`config.mk`:
```
export PLATFORM = sky130hd
export DESIGN_NAME = tcce_cursor
export DESIGN_NICKNAME = d
export VERILOG_FILES = /design/src/hw/rtl/tcce_pkg.sv /design/src/hw/rtl/tcce_cursor.sv
export SDC_FILE = /design/constraint.sdc
export NUM_CORES = 1
export LEC_CHECK = 0
export BUFFER_PORTS_ARGS = -buffer_cell sky130_fd_sc_hd__buf_4
export CORE_MARGIN = 2
export CORE_UTILIZATION = 50
export DETAILED_ROUTE_END_ITERATION = 8
export MAX_ROUTING_LAYER = met4
export PLACE_DENSITY = 0.88
export REMOVE_ABC_BUFFERS = 1
export SYNTH_ARGS = -nofsm -noshare
export SYNTH_HDL_FRONTEND = slang
export SYNTH_SLANG_ARGS = --single-unit
export TNS_END_PERCENT = 50
```
`constraint.sdc`:
```
create_clock -name vclk -period 8.3
set_input_delay 1.66 -clock vclk [all_inputs]
set_output_delay 1.66 -clock vclk [all_outputs]
set_load 0.005 [all_outputs]
```
`src/hw/rtl/tcce_pkg.sv`:
```
package tcce_pkg;

  localparam int unsigned ColumnsDefault = 80;
  localparam int unsigned RowsDefault    = 25;

  localparam int unsigned ReqTypeW = 2;
  localparam int unsigned CharW    = 8;
  localparam int unsigned AttrW    = 8;
  localparam int unsigned IdxW     = 11;
  localparam int unsigned PosW     = 11;
  localparam int unsigned CellW    = CharW + AttrW;

  localparam logic [CharW-1:0] ChNewline   = 8'h0A;
  localparam logic [CharW-1:0] ChReturn    = 8'h0D;
  localparam logic [CharW-1:0] ChBackspace = 8'h08;
  localparam logic [CharW-1:0] ChTab       = 8'h09;
  localparam logic [CharW-1:0] ChSpace     = 8'h20;

  localparam int unsigned TabStop = 8;

  localparam logic [AttrW-1:0] AttrReset = 8'h07;

  typedef enum logic [ReqTypeW-1:0] {
    REQ_PUT   = 2'd0,
    REQ_READ  = 2'd1,
    REQ_CLEAR = 2'd2
  } tcce_req_e;

  typedef enum logic [2:0] {
    ST_IDLE,
    ST_EXEC,
    ST_RDWAIT,
    ST_SWEEP,
    ST_DONE
  } tcce_state_e;

  // Actions decided by the cursor step for one put.
  typedef struct packed {
    logic wr_char;
    logic bs_fix;
    logic scroll;
  } tcce_act_t;

endpackage

```
`src/hw/rtl/tcce_cursor.sv`:
```
module tcce_cursor #(
  parameter int unsigned COLUMNS = tcce_pkg::ColumnsDefault,
  parameter int unsigned ROWS    = tcce_pkg::RowsDefault,
  localparam int unsigned ColW   = $clog2(COLUMNS),
  localparam int unsigned RowW   = $clog2(ROWS)
) (
  input  logic [ColW-1:0]           col_i,
  input  logic [RowW-1:0]           row_i,
  input  logic [tcce_pkg::CharW-1:0] char_i,
  output logic [ColW-1:0]           col_o,
  output logic [RowW-1:0]           row_o,
  output tcce_pkg::tcce_act_t       act_o
);

  logic [ColW:0] col_w;
  logic [RowW:0] row_w;

  always_comb begin
    col_w = {1'b0, col_i};
    row_w = {1'b0, row_i};
    act_o = '0;
    case (char_i)
      tcce_pkg::ChNewline: begin
        col_w = '0;
        row_w = row_w + 1'b1;
      end
      tcce_pkg::ChReturn: begin
        col_w = '0;
      end
      tcce_pkg::ChBackspace: begin
        if (col_i != '0) begin
          col_w        = col_w - 1'b1;
          act_o.bs_fix = 1'b1;
        end
      end
      tcce_pkg::ChTab: begin
        col_w = (col_w + (ColW+1)'(tcce_pkg::TabStop)) & ~(ColW+1)'(tcce_pkg::TabStop - 1);
      end
      default: begin
        col_w         = col_w + 1'b1;
        act_o.wr_char = 1'b1;
      end
    endcase
    if (col_w >= (ColW+1)'(COLUMNS)) begin
      col_w = '0;
      row_w = row_w + 1'b1;
    end
    if (row_w >= (RowW+1)'(ROWS)) begin
      act_o.scroll = 1'b1;
      row_w        = (RowW+1)'(ROWS - 1);
    end
  end

  assign col_o = col_w[ColW-1:0];
  assign row_o = row_w[RowW-1:0];

endmodule

```
==> results.py <==
metrics = {
    "status": {
        "outcome": "complete, no violations",
    },
    "cts": {
        "hold_buffers": 0,
        "cts-resized-gates": 0,
        "cts_setup_buffers": 0,
    },
    "sta": {
        "slew_headroom_pct": 38.02,
        "setup_viol": 0,
        "max_slew.worst_pin.slew_ns": 0.9220,
        "fin_crit_sh_pct": 84.26,
        "hold_violations": 0,
        "slew_violations": 0,
        "hold_slack_ns": 3.631,
        "min_period_ns": 6.994,
        "rsz0062_at_grt": "no",
        "timing.setup.tns_ns": 0,
        "clock.fmax_mhz": 143.0,
    },
    "critical_path": {
        "cpPeakStageDelay_ns": 0.81,
        "worstPathCellList": "buf_4 -> nor4_2 -> nand2_1 -> xnor2_1 -> ha_1 -> nor3b_1 -> nand4_1 -> nand4b_1 -> xnor2_1 -> a32o_1 -> o221ai_1 -> o31ai_1 -> or2_2 -> buf_4",
        "cp_num_buf_inv": 2,
        "critPathMaxFanout": 12,
        "cp_data_required_time_ns": 6.64,
        "slowest_stage": "nor4_2",
        "critPathTopFamily": "simple AND/OR/NAND/NOR gates",
        "start_kind": "input pin",
        "path_class": "in2out",
        "cp-end-kind": "output pin",
        "cp_data_arrival_time_ns": 5.33,
    },
    "logic_synthesis": {
        "yosys.cell_types.count": 54,
        "synth_top_cell_area_share_pct": 7.711,
        "syn_area_um2": 1022,
        "synthCells": 144,
        "avgSynthCellArea_um2": 7.099,
        "synth.area.top_cells": "xnor2_1 7.7%, ha_1 7.3%, xor2_1 5.1%, nand3_1 4.9%, nor2_1 4.4%",
        "ys_seq_area_share_pct": 0,
        "yosys.area.top_type": "xnor2_1",
        "ys_warn_count": 0,
    },
    "die": {
        "die_area_um2": 2422,
        "fp.dieW_um": 49.22,
        "fp-row-count": 16,
        "initial_core_util_pct": 52.64,
        "fp.coreArea_um2": 1942,
        "io-pin-count": 35,
        "die_h_um": 49.22,
    },
    "drt": {
        "ant_nets": 0,
        "post_drt_wl_per_cell_um": 14.22,
        "totalWireLength_um": 2788,
        "viasPerCell": 6.082,
        "dr_total_vias": 1192,
        "drtIter0Drc": 34,
        "drtPass1Iterations": 4,
        "remaining_drc_errors": 0,
    },
    "layout": {
        "area_growth_pct": 24.48,
        "antenna_cells": 0,
        "layout-drive-gt1-share_pct": 31.95,
        "fin_nets": 197,
        "seqCellArea_um2": 0,
        "fill_cells": 171,
        "nClkBuffers": 0,
        "seq_cells": 0,
        "stdcell_area_um2": 1272,
        "postLayoutCoreUtil_pct": 65.53,
    },
    "place": {
        "port_buffers": 35,
        "place.gp.congestion": 0.9114,
        "dp_hpwl_um": 2249,
        "placed_area_um2": 1272,
    },
    "pwr": {
        "power_mw": 0.06102,
        "p_leak_nw": 0.5447,
        "powerDensity_nw_per_um2": 47.96,
        "max-vdd-ir-drop_v": 0.00002770,
    },
    "grt": {
        "grt_pass1_wl_um": 4526,
        "antenna_found_initial": 0,
        "grt_pass1_vias": 1051,
        "grtUsageTotal_pct": 22.87,
        "gr-total-overflow": 0,
        "grt_max_degree": 18,
    },
    "hold_path": {
        "hp-class": "in2out",
    },
    "run": {
        "cap_violations": 0,
    },
}
cell families after synthesis:
kind of cell	Yosys count	synth area share, %
buffers and inverters	16	6.731
AO/OA/AOI/OAI	30	25.58
adder cells (fa/ha/maj)	6	7.344
AND/OR/NAND/NOR	71	41.25
XOR/XNOR	15	12.85
multiplexers	6	6.242
report_power, final:
part	internal, mW	switching, mW	total, mW	leakage, nW
Sequential	0	0	0	0
Clock	0	0	0	0
Combinational	0.0303	0.0307	0.0610	0.545
Total	0.0303	0.0307	0.0610	0.545
through the flow:
step	setup slack, ns	cells
after global placement	1.601	196
final	1.306	196
after detailed placement	1.366	196
after global routing	0.9670	196
after CTS	1.359	196
after floorplan	2.090	134
cells in the final DEF (no fill, tap or decap), types with 2 or more instances in the layout:
cell type	instances
a221oi_2	2
and2_1	2
mux2i_1	3
nor4_1	2
a31oi_1	2
nor2b_1	3
o22ai_1	3
or4b_4	2
and3_1	4
a21oi_1	6
xnor2_1	9
or2_2	3
buf_4	35
nand2_1	11
nor2_1	12
ha_1	6
mux2_2	3
nand2b_1	2
xor2_1	6
nor3b_1	2
nand4_1	2
nand3_1	10
inv_1	5
nor3_1	7
worst paths after layout:
path	startpoint	endpoint	slack, ns	depth (start not counted)
worst max-delay path	char_i[5]	act_o[0]	1.31	14
worst min-delay path	col_i[0]	col_o[0]	3.63	3
synthesized netlist by cell type (3+ instances only):
cell type	count
xor2_1	6
a21oi_1	6
inv_1	5
nand2_1	11
and3_1	4
xnor2_1	9
or2_2	3
mux2_2	3
mux2i_1	3
nor2_1	12
ha_1	6
o22ai_1	3
nor2b_1	3
nor3_1	7
clkbuf_1	5
nand3_1	10
routing by layer:
metal | wire, um | vias up | track usage (%)
met5 | 0 | - | -
met4 | 36 | 0 | 4.762
met3 | 167 | 4 | 1.227
met2 | 1343 | 50 | 37.39
met1 | 1241 | 547 | 30.95
li1 | - | 591 | -
area by class of cell:
cell class         count  area [um2]  area share [%]
well taps             27       33.78           2.655
multi-input cells    128       953.4           74.93
repair buffers        35       262.8           20.65
inverters              6       22.52           1.770
worst min-delay path, stage by stage:
cell and delay, ns:
buf_4 0.11, a211oi_1 0.07, buf_4 0.13
Note: power is estimated with default switching activity, not from simulation.
